--- src/rtl/julian_day_to_jalali_date_defines.svh ---
// Assertion macros for the Julian day to Jalali date converter.
// Used by files that assert; they expect clk and rst_n in scope.
`ifndef JULIAN_DAY_TO_JALALI_DATE_DEFINES_SVH
`define JULIAN_DAY_TO_JALALI_DATE_DEFINES_SVH

// same-cycle implication
`define JDJ_ASSERT_NOW(label, ante, cons, msg) \
    label: assert property (@(posedge clk) disable iff (!rst_n) (ante) |-> (cons)) \
        else $error(msg);

// next-cycle implication
`define JDJ_ASSERT_NEXT(label, ante, cons, msg) \
    label: assert property (@(posedge clk) disable iff (!rst_n) (ante) |=> (cons)) \
        else $error(msg);

`endif

--- src/rtl/jdj_pkg.sv ---
// Shared constants and helper functions for the Julian day to Jalali date converter.
// No dependencies.
package jdj_pkg;

    localparam int DAY_NUMBER_BITS_DEF = 23;
    localparam int YEAR_W              = 16;
    localparam int MONTH_W             = 4;
    localparam int DAY_W               = 5;
    localparam int OUT_TDATA_W         = 32;
    localparam int NSTAGE              = 12;

    // 2820-year cycle split
    localparam int CYCLE_DAYS   = 1029983;
    localparam int CYCLE_W      = 20;
    localparam int REM_W        = 20;
    localparam int CYCLE_BIAS   = 968504;   // three times CYCLE_DAYS minus the year-475 epoch
    localparam int CYCLE_Q_DROP = 18;       // quotient bits = day bits - this
    localparam int EST_SHIFT    = 16;
    localparam int EST_MUL      = 66719;    // floor(2^36 / cycle days)
    localparam int EST_MUL_W    = 17;
    localparam int EST_POST     = 20;

    // year inside the cycle
    localparam int Y366_MUL     = 733431;   // ceil(2^27 / 183)
    localparam int Y366_MUL_W   = 20;
    localparam int Y366_POST    = 27;
    localparam int LONG_YEAR    = 366;
    localparam int A1_W         = 12;
    localparam int A2_W         = 9;
    localparam int NUM_W        = 23;
    localparam int YPOS_MUL_A1  = 2134;
    localparam int YPOS_MUL_A2  = 2816;
    localparam int YPOS_ADD     = 2815;
    localparam int YPOS_DIV     = 1028522;
    localparam int YPOS_MAX_Q   = 6;
    localparam int YCYCLE_W     = 12;
    localparam int CYCLE_YEARS  = 2820;
    localparam int YEAR_BIAS    = 7986;     // 3 * 2820 - 474

    // day of year
    localparam int LEAP_MUL     = 682;
    localparam int LEAP_ADD     = 323158;
    localparam int LEAP_W       = 22;
    localparam int LEAP_SHIFT   = 8;
    localparam int HN_W         = 14;
    localparam int DIV11_MUL    = 11916;    // ceil(2^17 / 11)
    localparam int DIV11_POST   = 17;
    localparam int H_W          = 10;
    localparam int H_BIAS       = 115;
    localparam int DAYS_YEAR    = 365;
    localparam int YDAY_W       = 10;
    localparam int NMONTH       = 12;

    // day of year on which month m + 1 starts
    function automatic logic [8:0] month_start(input logic [MONTH_W-1:0] m);
        logic [8:0] s;
        case (m)
            4'd0:    s = 9'd1;
            4'd1:    s = 9'd32;
            4'd2:    s = 9'd63;
            4'd3:    s = 9'd94;
            4'd4:    s = 9'd125;
            4'd5:    s = 9'd156;
            4'd6:    s = 9'd187;
            4'd7:    s = 9'd217;
            4'd8:    s = 9'd247;
            4'd9:    s = 9'd277;
            4'd10:   s = 9'd307;
            4'd11:   s = 9'd337;
            default: s = 9'd1;
        endcase
        return s;
    endfunction

    // floor(num / YPOS_DIV), quotient known to stay at or below YPOS_MAX_Q
    function automatic logic [2:0] ypos_quo(input logic [NUM_W-1:0] num);
        logic [YPOS_MAX_Q-1:0] ge;
        for (int k = 1; k <= YPOS_MAX_Q; k++)
        begin
            ge[k-1] = num >= NUM_W'(k * YPOS_DIV);
        end
        return 3'($countones(ge));
    endfunction

endpackage

--- src/rtl/jdj_cycle_div.sv ---
// Pipeline stages 0..3: input register and split of the day number into
// 2820-year cycle index and day inside the cycle. Depends on jdj_pkg.
module jdj_cycle_div
    import jdj_pkg::*;
#(
    parameter int DAY_NUMBER_BITS = DAY_NUMBER_BITS_DEF,
    parameter int QBITS           = DAY_NUMBER_BITS_DEF - CYCLE_Q_DROP
)
(
    input  logic                       clk,
    input  logic [3:0]                 ld,
    input  logic [DAY_NUMBER_BITS-1:0] day_number,
    output logic [QBITS-1:0]           cycle_q,
    output logic [REM_W-1:0]           cycle_rem
);

    localparam int XW  = DAY_NUMBER_BITS + 1;
    localparam int HIW = XW - EST_SHIFT;
    localparam int P1W = HIW + EST_MUL_W;
    localparam int P2W = QBITS + CYCLE_W;
    localparam int RW  = CYCLE_W + 1;

    logic [DAY_NUMBER_BITS-1:0] day_reg;
    logic [XW-1:0]              x_next;
    logic [XW-1:0]              x_reg;
    logic [P1W-1:0]             est_prod;
    logic [QBITS-1:0]           est_q_next;
    logic [QBITS-1:0]           est_q_reg;
    logic [P2W-1:0]             back_prod;
    logic [XW-1:0]              diff;
    logic [RW-1:0]              rem_next;
    logic [RW-1:0]              rem_reg;
    logic [QBITS-1:0]           q2_reg;
    logic [RW-1:0]              rem_sub;
    logic [QBITS-1:0]           q_next;
    logic [QBITS-1:0]           q_reg;
    logic [REM_W-1:0]           r_next;
    logic [REM_W-1:0]           r_reg;

    // biased so the cycle index is never negative; estimate is low by at most one
    assign x_next     = {1'b0, day_reg} + XW'(CYCLE_BIAS);
    assign est_prod   = P1W'(x_next[XW-1:EST_SHIFT]) * P1W'(EST_MUL);
    assign est_q_next = est_prod[EST_POST +: QBITS];

    assign back_prod  = P2W'(est_q_reg) * P2W'(CYCLE_DAYS);
    assign diff       = x_reg - back_prod[XW-1:0];
    assign rem_next   = diff[RW-1:0];

    assign rem_sub    = rem_reg - RW'(CYCLE_DAYS);

    always_comb
    begin
        if (rem_reg >= RW'(CYCLE_DAYS))
        begin
            q_next = q2_reg + QBITS'(1);
            r_next = rem_sub[REM_W-1:0];
        end
        else
        begin
            q_next = q2_reg;
            r_next = rem_reg[REM_W-1:0];
        end
    end

    always_ff @(posedge clk)
    begin
        if (ld[0])
        begin
            day_reg <= day_number;
        end
        if (ld[1])
        begin
            x_reg     <= x_next;
            est_q_reg <= est_q_next;
        end
        if (ld[2])
        begin
            rem_reg <= rem_next;
            q2_reg  <= est_q_reg;
        end
        if (ld[3])
        begin
            q_reg <= q_next;
            r_reg <= r_next;
        end
    end

    assign cycle_q   = q_reg;
    assign cycle_rem = r_reg;

endmodule

--- src/rtl/jdj_year_cycle.sv ---
// Pipeline stages 4..7: year inside the 2820-year cycle from the day inside it,
// with the last-day-of-cycle case. Depends on jdj_pkg.
module jdj_year_cycle
    import jdj_pkg::*;
#(
    parameter int QBITS = DAY_NUMBER_BITS_DEF - CYCLE_Q_DROP
)
(
    input  logic                clk,
    input  logic [3:0]          ld,
    input  logic [QBITS-1:0]    cycle_q,
    input  logic [REM_W-1:0]    cycle_rem,
    output logic [QBITS-1:0]    year_q,
    output logic [REM_W-1:0]    year_rem,
    output logic [YCYCLE_W-1:0] ycycle,
    output logic                last_day
);

    localparam int M366W = REM_W - 1 + Y366_MUL_W;

    logic [M366W-1:0]    m366;
    logic [A1_W-1:0]     a1_next;
    logic                sp_next;
    logic [A1_W-1:0]     a1_4_reg;
    logic [REM_W-1:0]    rem4_reg;
    logic [QBITS-1:0]    q4_reg;
    logic                sp4_reg;

    logic [REM_W-1:0]    prod366;
    logic [REM_W-1:0]    a2_full;
    logic [NUM_W-1:0]    t_next;
    logic [A2_W-1:0]     a2_5_reg;
    logic [NUM_W-1:0]    t5_reg;
    logic [A1_W-1:0]     a1_5_reg;
    logic [REM_W-1:0]    rem5_reg;
    logic [QBITS-1:0]    q5_reg;
    logic                sp5_reg;

    logic [NUM_W-1:0]    num_next;
    logic [NUM_W-1:0]    num6_reg;
    logic [A1_W-1:0]     a1_6_reg;
    logic [REM_W-1:0]    rem6_reg;
    logic [QBITS-1:0]    q6_reg;
    logic                sp6_reg;

    logic [YCYCLE_W-1:0] ycyc_next;
    logic [YCYCLE_W-1:0] ycyc7_reg;
    logic [REM_W-1:0]    rem7_reg;
    logic [QBITS-1:0]    q7_reg;
    logic                sp7_reg;

    // rem / 366 as (rem / 2) / 183
    assign m366    = M366W'(cycle_rem[REM_W-1:1]) * M366W'(Y366_MUL);
    assign a1_next = m366[Y366_POST +: A1_W];
    assign sp_next = cycle_rem == REM_W'(CYCLE_DAYS - 1);

    assign prod366 = REM_W'(a1_4_reg) * REM_W'(LONG_YEAR);
    assign a2_full = rem4_reg - prod366;
    assign t_next  = NUM_W'(a1_4_reg) * NUM_W'(YPOS_MUL_A1);

    assign num_next = t5_reg + NUM_W'(a2_5_reg) * NUM_W'(YPOS_MUL_A2) + NUM_W'(YPOS_ADD);

    assign ycyc_next = sp6_reg ? YCYCLE_W'(CYCLE_YEARS)
                               : a1_6_reg + YCYCLE_W'(ypos_quo(num6_reg)) + YCYCLE_W'(1);

    always_ff @(posedge clk)
    begin
        if (ld[0])
        begin
            a1_4_reg <= a1_next;
            rem4_reg <= cycle_rem;
            q4_reg   <= cycle_q;
            sp4_reg  <= sp_next;
        end
        if (ld[1])
        begin
            a2_5_reg <= a2_full[A2_W-1:0];
            t5_reg   <= t_next;
            a1_5_reg <= a1_4_reg;
            rem5_reg <= rem4_reg;
            q5_reg   <= q4_reg;
            sp5_reg  <= sp4_reg;
        end
        if (ld[2])
        begin
            num6_reg <= num_next;
            a1_6_reg <= a1_5_reg;
            rem6_reg <= rem5_reg;
            q6_reg   <= q5_reg;
            sp6_reg  <= sp5_reg;
        end
        if (ld[3])
        begin
            ycyc7_reg <= ycyc_next;
            rem7_reg  <= rem6_reg;
            q7_reg    <= q6_reg;
            sp7_reg   <= sp6_reg;
        end
    end

    assign year_q   = q7_reg;
    assign year_rem = rem7_reg;
    assign ycycle   = ycyc7_reg;
    assign last_day = sp7_reg;

endmodule

--- src/rtl/jdj_date_split.sv ---
// Pipeline stages 8..11: absolute year, day of year, then month and day of
// month into the result register. Depends on jdj_pkg.
module jdj_date_split
    import jdj_pkg::*;
#(
    parameter int QBITS = DAY_NUMBER_BITS_DEF - CYCLE_Q_DROP
)
(
    input  logic                clk,
    input  logic [3:0]          ld,
    input  logic [QBITS-1:0]    year_q,
    input  logic [REM_W-1:0]    year_rem,
    input  logic [YCYCLE_W-1:0] ycycle,
    input  logic                last_day,
    output logic [YEAR_W-1:0]   jalali_year,
    output logic [MONTH_W-1:0]  jalali_month,
    output logic [DAY_W-1:0]    jalali_day
);

    localparam int YB  = QBITS + 13;
    localparam int HMW = 2 * HN_W;

    logic [YCYCLE_W-1:0]  k;
    logic [LEAP_W-1:0]    leap_num;
    logic [YB-1:0]        year_next;
    logic [YDAY_W-1:0]    yd0_next;
    logic [HN_W-1:0]      hn8_reg;
    logic [YB-1:0]        year8_reg;
    logic [YDAY_W-1:0]    yd0_8_reg;
    logic                 sp8_reg;

    logic [HMW-1:0]       hmul;
    logic [YB-1:0]        yadj;
    logic [H_W-1:0]       h9_reg;
    logic [YEAR_W-1:0]    year9_reg;
    logic [YDAY_W-1:0]    yd0_9_reg;
    logic                 sp9_reg;

    logic [YDAY_W-1:0]    yday_next;
    logic [YDAY_W-1:0]    yday10_reg;
    logic [YEAR_W-1:0]    year10_reg;

    logic [NMONTH-2:0]    ge;
    logic [MONTH_W-1:0]   mi;
    logic [YDAY_W-1:0]    day_full;
    logic [YEAR_W-1:0]    year_reg;
    logic [MONTH_W-1:0]   month_reg;
    logic [DAY_W-1:0]     day_reg;

    // year position modulo 2820; the last day of a cycle counts as position zero
    assign k         = last_day ? '0 : ycycle;
    assign leap_num  = LEAP_W'(k) * LEAP_W'(LEAP_MUL) + LEAP_W'(LEAP_ADD);
    assign year_next = YB'(year_q) * YB'(CYCLE_YEARS) + YB'(ycycle) - YB'(YEAR_BIAS);
    // day of year is small: carried modulo 2^YDAY_W
    assign yd0_next  = YDAY_W'(year_rem) + YDAY_W'(1) + YDAY_W'(DAYS_YEAR)
                     - YDAY_W'(k) * YDAY_W'(DAYS_YEAR);

    // leap_num >> 8 then / 11
    assign hmul = HMW'(hn8_reg) * HMW'(DIV11_MUL);
    // no year zero
    assign yadj = (year8_reg[YB-1] || (year8_reg == '0)) ? year8_reg - YB'(1) : year8_reg;

    assign yday_next = sp9_reg ? YDAY_W'(LONG_YEAR)
                               : yd0_9_reg - YDAY_W'(h9_reg) + YDAY_W'(H_BIAS);

    always_comb
    begin
        for (int i = 1; i < NMONTH; i++)
        begin
            ge[i-1] = yday10_reg >= YDAY_W'(month_start(MONTH_W'(i)));
        end
    end

    assign mi       = MONTH_W'($countones(ge));
    assign day_full = yday10_reg - YDAY_W'(month_start(mi)) + YDAY_W'(1);

    always_ff @(posedge clk)
    begin
        if (ld[0])
        begin
            hn8_reg   <= leap_num[LEAP_SHIFT +: HN_W];
            year8_reg <= year_next;
            yd0_8_reg <= yd0_next;
            sp8_reg   <= last_day;
        end
        if (ld[1])
        begin
            h9_reg    <= hmul[DIV11_POST +: H_W];
            year9_reg <= yadj[YEAR_W-1:0];
            yd0_9_reg <= yd0_8_reg;
            sp9_reg   <= sp8_reg;
        end
        if (ld[2])
        begin
            yday10_reg <= yday_next;
            year10_reg <= year9_reg;
        end
        if (ld[3])
        begin
            year_reg  <= year10_reg;
            month_reg <= mi + MONTH_W'(1);
            day_reg   <= day_full[DAY_W-1:0];
        end
    end

    assign jalali_year  = year_reg;
    assign jalali_month = month_reg;
    assign jalali_day   = day_reg;

endmodule

--- src/rtl/julian_day_to_jalali_date.sv ---
// Julian day number to Jalali date converter, 2820-year arithmetic cycle.
// Takes one day number per request and returns the Jalali year, month and day.
// Twelve-stage pipeline: one request per clock sustained while the master side
// takes results; each request passes through every stage register before its
// result shows on the master side. Each stage holds a short run of constant
// arithmetic; each stage has its own valid bit, so empty stages keep taking
// requests while a result waits on the master side.
// Depends on jdj_pkg, jdj_cycle_div, jdj_year_cycle, jdj_date_split and the
// assertion macros header.
`include "julian_day_to_jalali_date_defines.svh"

module julian_day_to_jalali_date
    import jdj_pkg::*;
#(
    parameter int DAY_NUMBER_BITS = DAY_NUMBER_BITS_DEF
)
(
    input  logic                                      clk,
    input  logic                                      rst_n,
    input  logic                                      s_tvalid,
    output logic                                      s_tready,
    input  logic [((DAY_NUMBER_BITS + 7) / 8) * 8-1:0] s_tdata,   // day_number
    output logic                                      m_tvalid,
    input  logic                                      m_tready,
    output logic [OUT_TDATA_W-1:0]                    m_tdata
    // m_tdata: jalali_year, jalali_month, jalali_day
);

    localparam int QBITS      = DAY_NUMBER_BITS - CYCLE_Q_DROP;

    logic [NSTAGE-1:0]   vld_reg;
    logic [NSTAGE-1:0]   vld_next;
    logic [NSTAGE-1:0]   rdy;
    logic [NSTAGE-1:0]   ld;
    logic [NSTAGE-1:0]   upstream;

    logic [QBITS-1:0]    cycle_q;
    logic [REM_W-1:0]    cycle_rem;
    logic [QBITS-1:0]    year_q;
    logic [REM_W-1:0]    year_rem;
    logic [YCYCLE_W-1:0] ycycle;
    logic                last_day;
    logic [YEAR_W-1:0]   jalali_year;
    logic [MONTH_W-1:0]  jalali_month;
    logic [DAY_W-1:0]    jalali_day;

    // a stage can load when some stage at or after it is empty, or the sink takes
    for (genvar i = 0; i < NSTAGE; i++)
    begin : g_ctl
        assign rdy[i] = m_tready || !(&vld_reg[NSTAGE-1:i]);
    end

    assign upstream = {vld_reg[NSTAGE-2:0], s_tvalid};
    assign ld       = upstream & rdy;

    always_comb
    begin
        for (int i = 0; i < NSTAGE; i++)
        begin
            vld_next[i] = rdy[i] ? upstream[i] : vld_reg[i];
        end
    end

    always_ff @(posedge clk or negedge rst_n)
    begin
        if (!rst_n)
        begin
            vld_reg <= '0;
        end
        else
        begin
            vld_reg <= vld_next;
        end
    end

    jdj_cycle_div #(
        .DAY_NUMBER_BITS (DAY_NUMBER_BITS),
        .QBITS           (QBITS)
    ) u_cycle_div (
        .clk        (clk),
        .ld         (ld[3:0]),
        .day_number (s_tdata[DAY_NUMBER_BITS-1:0]),
        .cycle_q    (cycle_q),
        .cycle_rem  (cycle_rem)
    );

    jdj_year_cycle #(
        .QBITS (QBITS)
    ) u_year_cycle (
        .clk       (clk),
        .ld        (ld[7:4]),
        .cycle_q   (cycle_q),
        .cycle_rem (cycle_rem),
        .year_q    (year_q),
        .year_rem  (year_rem),
        .ycycle    (ycycle),
        .last_day  (last_day)
    );

    jdj_date_split #(
        .QBITS (QBITS)
    ) u_date_split (
        .clk          (clk),
        .ld           (ld[11:8]),
        .year_q       (year_q),
        .year_rem     (year_rem),
        .ycycle       (ycycle),
        .last_day     (last_day),
        .jalali_year  (jalali_year),
        .jalali_month (jalali_month),
        .jalali_day   (jalali_day)
    );

    assign s_tready = rdy[0];
    assign m_tvalid = vld_reg[NSTAGE-1];
    assign m_tdata  = {{(OUT_TDATA_W - YEAR_W - MONTH_W - DAY_W){1'b0}},
                       jalali_day, jalali_month, jalali_year};

    `JDJ_ASSERT_NEXT(a_accept_enters, s_tvalid && s_tready, vld_reg[0],
        "accepted request did not enter the pipeline")
    `JDJ_ASSERT_NOW(a_full_stall, (&vld_reg) && !m_tready, !s_tready,
        "request accepted into a full stalled pipeline")
    `JDJ_ASSERT_NOW(a_month_range, m_tvalid,
        (jalali_month != '0) && (jalali_month <= MONTH_W'(NMONTH)),
        "month out of range")
    `JDJ_ASSERT_NOW(a_day_nonzero, m_tvalid, jalali_day != '0,
        "day of month is zero")
    `JDJ_ASSERT_NOW(a_short_month, m_tvalid && (jalali_month >= MONTH_W'(7)),
        jalali_day <= DAY_W'(30),
        "day beyond the end of a 30-day month")

endmodule

--- config.mk ---
export PLATFORM = sky130hd
export DESIGN_NAME = julian_day_to_jalali_date
export DESIGN_NICKNAME = d
export VERILOG_FILES = /design/src/rtl/jdj_pkg.sv /design/src/rtl/jdj_cycle_div.sv /design/src/rtl/jdj_year_cycle.sv /design/src/rtl/jdj_date_split.sv /design/src/rtl/julian_day_to_jalali_date.sv
export VERILOG_INCLUDE_DIRS = /design/src /design/src/rtl
export SDC_FILE = /design/constraint.sdc
export NUM_CORES = 2
export LEC_CHECK = 0
export BUFFER_PORTS_ARGS = -buffer_cell sky130_fd_sc_hd__buf_2
export CAP_MARGIN = 20
export CORE_MARGIN = 1
export CORE_UTILIZATION = 55
export CTS_CLUSTER_SIZE = 12
export DETAILED_ROUTE_END_ITERATION = 8
export PLACE_DENSITY = 0.71
export SYNTH_ARGS = -nofsm -noshare
export SYNTH_HDL_FRONTEND = slang
export SYNTH_SLANG_ARGS = --single-unit
export TNS_END_PERCENT = 5
--- constraint.sdc ---
create_clock -name clk -period 7.4 [get_ports clk]
set_input_delay 0.37 -clock clk [delete_from_list [all_inputs] [get_ports clk]]
set_output_delay 0.37 -clock clk [all_outputs]
set_load 0.05 [all_outputs]
==> Yosys cells after proc, flatten, opt, wreduce, memory -nomap -nowiden <==
Memory sizes are Yosys's and may differ from the RTL's.
Cells that the tools add are included.
{ "word_totals": {"romBits": 144, "inputBits": 28, "reg_bits": 409, "mem_count": 1, "wordCells": 159} }
{ "op_classes": {"n_mux": 4, "n_lt_le_gt_ge": 18, "n_mul": 10, "n_bitwise": 1, "reduce_logical": 37, "add_sub_neg": 36, "n_eq_ne": 1} }
{ "memory_table": {"columns": ["name", "words", "word_bits", "rd", "rd_clocked_by_memory_dff", "write_ports", "line", "text"], "rows": [
  ["(no name shown)", 16, 9, 1, 0, 0, "jdj_pkg.sv:57", "case (m)"]
]} }
{ "op_table": {"columns": ["op", "n"], "rows": [
  ["$ge 23x22->1 const B", 2],
  ["$ge 23x23->1 const B", 2],
  ["$ge 10x8->1 const B", 4],
  ["$mul 19x20->39 const B", 1],
  ["$ge 10x9->1 const B", 3],
  ["$mul 14x12->25 const B", 1],
  ["$mul 8x17->25 const B", 1],
  ["$add 23x20->24 const B", 1],
  ["$add 23x12->23 const B", 1],
  ["$add 23x21->23", 1],
  ["$ge 23x20->1 const B", 1],
  ["$ge 23x21->1 const B", 1],
  ["$add 22x19->22 const B", 1],
  ["$mul 12x11->22 const B", 1],
  ["$ge 21x20->1 const B", 1],
  ["$mul 12x9->21 const B", 1],
  ["$mul 5x20->21 const B", 1],
  ["$sub 21x21->21", 1],
  ["$eq 20x20->1 const B", 1],
  ["$ge 10x6->1 const B", 2],
  ["$ge 10x7->1 const B", 2],
  ["$mux 20", 1],
  ["$sub 10x10->10", 2],
  ["$sub 20x20->20 const B", 1],
  ["38 further kinds", 73]
]} }

==> Depth between registers and ports, before layout <==
An unclocked memory read counts as a cell.
{ "logic_depth": {"depth_word": 8, "ltp_mapped": 24} }

==> Cells and area by module <==
From an unflattened synthesis, not the netlist that was laid out.
{ "hier_totals": {"hier_cells": 3506, "hier_area_um2": 39670.5} }
{ "by_module_without_submodules": {"columns": ["module", "seq_area_each_um2", "area_each_um2", "cells_each", "n_inst"], "rows": [
  ["jdj_year_cycle", 6095.8, 18087.3, 1560, 1],
  ["jdj_date_split", 3933.8, 13112.6, 1228, 1],
  ["jdj_cycle_div", 3002.9, 7752.4, 652, 1],
  ["julian_day_to_jalali_date", 300.3, 718.2, 66, 1]
]} }

==> Worst setup path after synthesis <==
Ideal clock, no wire load.
{ "synth_timing": {"path_kind": "register to register", "from": "register u_cycle_div.day_reg[5]", "to": "register u_cycle_div.est_q_reg[4] (data pin)", "t_arrival_ps": 5723, "path_stages_with_launch": 22, "path_slack_ps": 1422, "setup_ps": 255, "n_path_buf": 0, "required_ps": 7145, "path_cell_list": "edfxtp_1 > o311ai_1 > a21boi_1 > or3_1 > nand2_1 > nand2_1 > nand3_1 > xor2_1 > fa_1 > fa_1 > inv_1 > fa_1 > fa_1 > ha_1 > a21oi_1 > nor2b_1 > a2111oi_0 > a21oi_1 > o2111ai_1 > a211o_1 > nor3_1 > and2_1"} }
{ "synth_via": {"elab_chain_cells": 2} }
{ "synth_lines": {"columns": ["element", "line", "text"], "rows": [
  ["start: declaration", "jdj_cycle_div.sv:23", "logic [DAY_NUMBER_BITS-1:0] day_reg;"],
  ["start signal: assignment", "jdj_cycle_div.sv:69", "day_reg <= day_number;"],
  ["$add 23x20->24", "jdj_cycle_div.sv:41", "assign x_next = {1'b0, day_reg} + XW'(CYCLE_BIAS);"],
  ["$mul 8x17->25", "jdj_cycle_div.sv:42", "assign est_prod = P1W'(x_next[XW-1:EST_SHIFT]) * P1W'(EST_MUL);"],
  ["net u_cycle_div.est_prod[24]", "jdj_cycle_div.sv:26", "logic [P1W-1:0] est_prod;"],
  ["end signal: assignment", "jdj_cycle_div.sv:74", "est_q_reg <= est_q_next;"],
  ["end: declaration", "jdj_cycle_div.sv:28", "logic [QBITS-1:0] est_q_reg;"]
]} }
The timed path passes the listed nets, and every way through them passes these cells.
A chain may end at the register's enable or synchronous reset.

==> Worst setup path in the final report <==
{ "layout_timing": {"from": "register u_cycle_div.r_reg[14], in the netlist u_cycle_div.cycle_rem[14]", "to": "register u_year_cycle.a1_4_reg[8] (data pin)"} }
{ "layout_via": {"elab_chain_cells": 1} }
{ "layout_lines": {"columns": ["element", "line", "text"], "rows": [
  ["start: declaration", "jdj_cycle_div.sv:38", "logic [REM_W-1:0] r_reg;"],
  ["start signal: assignment", "jdj_cycle_div.sv:84", "r_reg <= r_next;"],
  ["$mul 19x20->39", "jdj_year_cycle.sv:53", "assign m366 = M366W'(cycle_rem[REM_W-1:1]) * M366W'(Y366_MUL);"],
  ["net u_year_cycle.m366[35]", "jdj_year_cycle.sv:21", "logic [M366W-1:0] m366;"],
  ["end signal: assignment", "jdj_year_cycle.sv:70", "a1_4_reg <= a1_next;"],
  ["end: declaration", "jdj_year_cycle.sv:24", "logic [A1_W-1:0] a1_4_reg;"]
]} }
The timed path passes the listed nets, and every way through them passes these cells.

==> flow_summary.ini <==
[final_layout]
final_util_pct = 60.47
largest_register_ffs = 23
finalNetCount = 4632
register_area_mm2 = 0.01213
fillCellCount = 5569
num_antenna_cells = 0
syn_to_final_growth_pct = 8.562
drive_above_1_share_pct = 4.872
fin_area_mm2 = 0.04155
multi_input_area_mm2 = 0.02292

[cts]
path_clk_slew_ns = 0.06
cts_buffer_depth = 3
clk_latency_ns = 0.59
clock_sinks = 406
h-tree-depth = 2
cts_made_buffers = 46
cts_root_buf = clkbuf_16
cts_tree = built
postCtsSetupBuffers = 0

[floorplanning]
rows = 96
start_util_pct = 55.70
core_area_mm2 = 0.06871
die_height_um = 265.8
dieArea_mm2 = 0.07064
pin_count = 62
die_x_um = 265.8

[synth]
synthFlopType = edfxtp_1
synth-seq-cells = 406
synth_top_area_share_pct = 30.92
synth_area_leaders = edfxtp_1, ha_1, fa_1, inv_1, xnor2_1
netlist_area_mm2 = 0.03827
yosysMostFrequentCell = inv_1
synthCells = 3478
synth_edf_count = 394
syn_avg_cell_area_um2 = 11.00
postSynth.asyncResetShare_pct = 2.956
netlist_top_cells_count = inv_1, ha_1, edfxtp_1, fa_1, xnor2_1
synth.largest_area_cell = edfxtp_1
synth_cell_type_count = 80
yosysSeqAreaShare_pct = 31.70
yosys_warnings = 0

[sta]
fin_skew_ns = 0.03631
fin_crit_sh_pct = 92.61
slew_violations = 0
max_freq_mhz = 145.9
hold_violations = 0
rsz0062_at_grt = false
tightest_slew_ns = 1.034
slew_headroom_pct = 31.07
period_minus_slack_ns = 6.853
final-setup-viol-count = 0
final.setup.tns_ns = 0
setup_ws_ns = 0.5465

[grt]
grt_pass1_wl_um = 114800
grt_pass1_vias = 24183
grt_use_total_pct = 20.11
grt_max_degree = 51
grt-ovfl-total = 0
antenna_found_initial = 0

[worst_hold_path]
min_path_type = input port to flop
min_path_cells = 2
holdCritStartpoint = s_tvalid
holdPathEnd = vld_reg[0]$_DFFE_PN0N_

[placement]
hpwl_um = 56230
place_ws_ns = 0.6693
numPortBuffers = 53
gp_congestion = 0.8952
placed_area_mm2 = 0.03972

[setup_path]
worstPathMaxFanout = 7
startpoint = u_cycle_div.cycle_rem[14]$_DFFE_PP_
start_kind = flop
r2r-end = u_year_cycle.a1_4_reg[8]$_DFFE_PP_
required_ns = 7.70
r2r-start = u_cycle_div.cycle_rem[14]$_DFFE_PP_
arrival_ns = 7.15
reg2regPathDepth = 19
endpoint_kind = flop
r2r_setup_slack_ns = 0.55
path_class = flop to flop

[routing]
firstDrtPassIters = 5
vias = 23547
vias_per_cell = 5.159
antenna_left = 0
post-route-drc-count = 0
drt_iter0_drc = 983
wl_per_cell_um = 14.83
wl_um = 67660

[outcome]
status = complete, no violations

[run]
max-cap-violations = 0
-- through the flow --
stage,hold slack [ns],instances
6_report,0.01933,4564
3_5_place_dp,0.3165,4457
4_1_cts,0.0006021,4560
2_1_floorplan,0.07441,3484
3_3_place_gp,0.3088,4457
5_1_grt,0.001976,4564
-- cells by family after synthesis --
kind of cell,Yosys count,synth area share (%)
xor gates and xnor gates,239,5.470
AOI/OAI and AO/OA,449,7.696
adders and majority gates,1002,39.57
buffers and inverters,864,8.549
and+or+nand+nor,508,6.728
DFF,406,31.70
other,1,0.009799
muxes,9,0.2812
-- placed cells by master, fill, tap and decap left out, types with 42 or more instances in the layout --
cell type | Yosys | final
edfxtp_1 | 394 | 394
fa_1 | 347 | 347
inv_1 | 841 | 841
nor3_1 | 42 | 42
a21oi_1 | 130 | 130
clkbuf_16 | 0 | 50
xnor2_1 | 170 | 170
o21ai_0 | 85 | 85
a21o_1 | 47 | 47
ha_1 | 655 | 655
nand3_1 | 47 | 47
xor2_1 | 69 | 69
buf_2 | 2 | 53
nand2_1 | 106 | 106
nor2_1 | 124 | 124
nand2b_1 | 44 | 44
-- layer usage --
metal | GRT usage, % | vias to the layer above | part of all wire, %
li1 | - | 11791 | -
met1 | 24.70 | 11330 | 43
met2 | 36.62 | 325 | 51
met3 | 2.699 | 101 | 3.4
met4 | 5.918 | 0 | 2.7
met5 | 0 | - | 0
-- area by class of cell --
type	count	share of cell area (%)
timing repair buffer	93	1.674
clock buffer	57	3.048
sequential	406	29.20
tap	931	2.804
multi-input combinational	2214	55.16
inverter	841	7.598
clock inverter	22	0.5210
-- worst max-delay path by stage --
stage                                         endpoint  slack, ns  cells after the start
global route        u_year_cycle.a1_4_reg[8]$_DFFE_PP_       0.05                     19
detailed placement  u_year_cycle.a1_4_reg[8]$_DFFE_PP_       0.67                     19
finish              u_year_cycle.a1_4_reg[8]$_DFFE_PP_       0.55                     19
global placement    u_year_cycle.a1_4_reg[8]$_DFFE_PP_       0.73                     19
CTS                 u_year_cycle.a1_4_reg[8]$_DFFE_PP_       0.64                     19
floorplan           u_cycle_div.est_q_reg[4]$_DFFE_PP_       1.42                     21
-- timing repair --
action,4_1_cts,5_1_grt
hold buffers,24,0
endpoints found under the hold margin,35,0
resized for setup,0,0
-- worst max-delay path: stages (launching register included) --
cell	delay, ns
edfxtp_1	0.52
fa_1	0.62
fa_1	0.52
inv_1	0.05
fa_1	0.49
inv_1	0.05
fa_1	0.51
fa_1	0.55
inv_1	0.05
fa_1	0.53
inv_1	0.04
ha_1	0.31
a21oi_1	0.21
nor2_1	0.06
a2111oi_0	0.49
o21ai_0	0.18
a31oi_1	0.59
nor2_1	0.11
a2111oi_0	0.55
xnor2_1	0.12
Power is left out: the tool's default activity adds up to more than one toggle a clock period on the data nets, which glitch-free logic cannot reach.
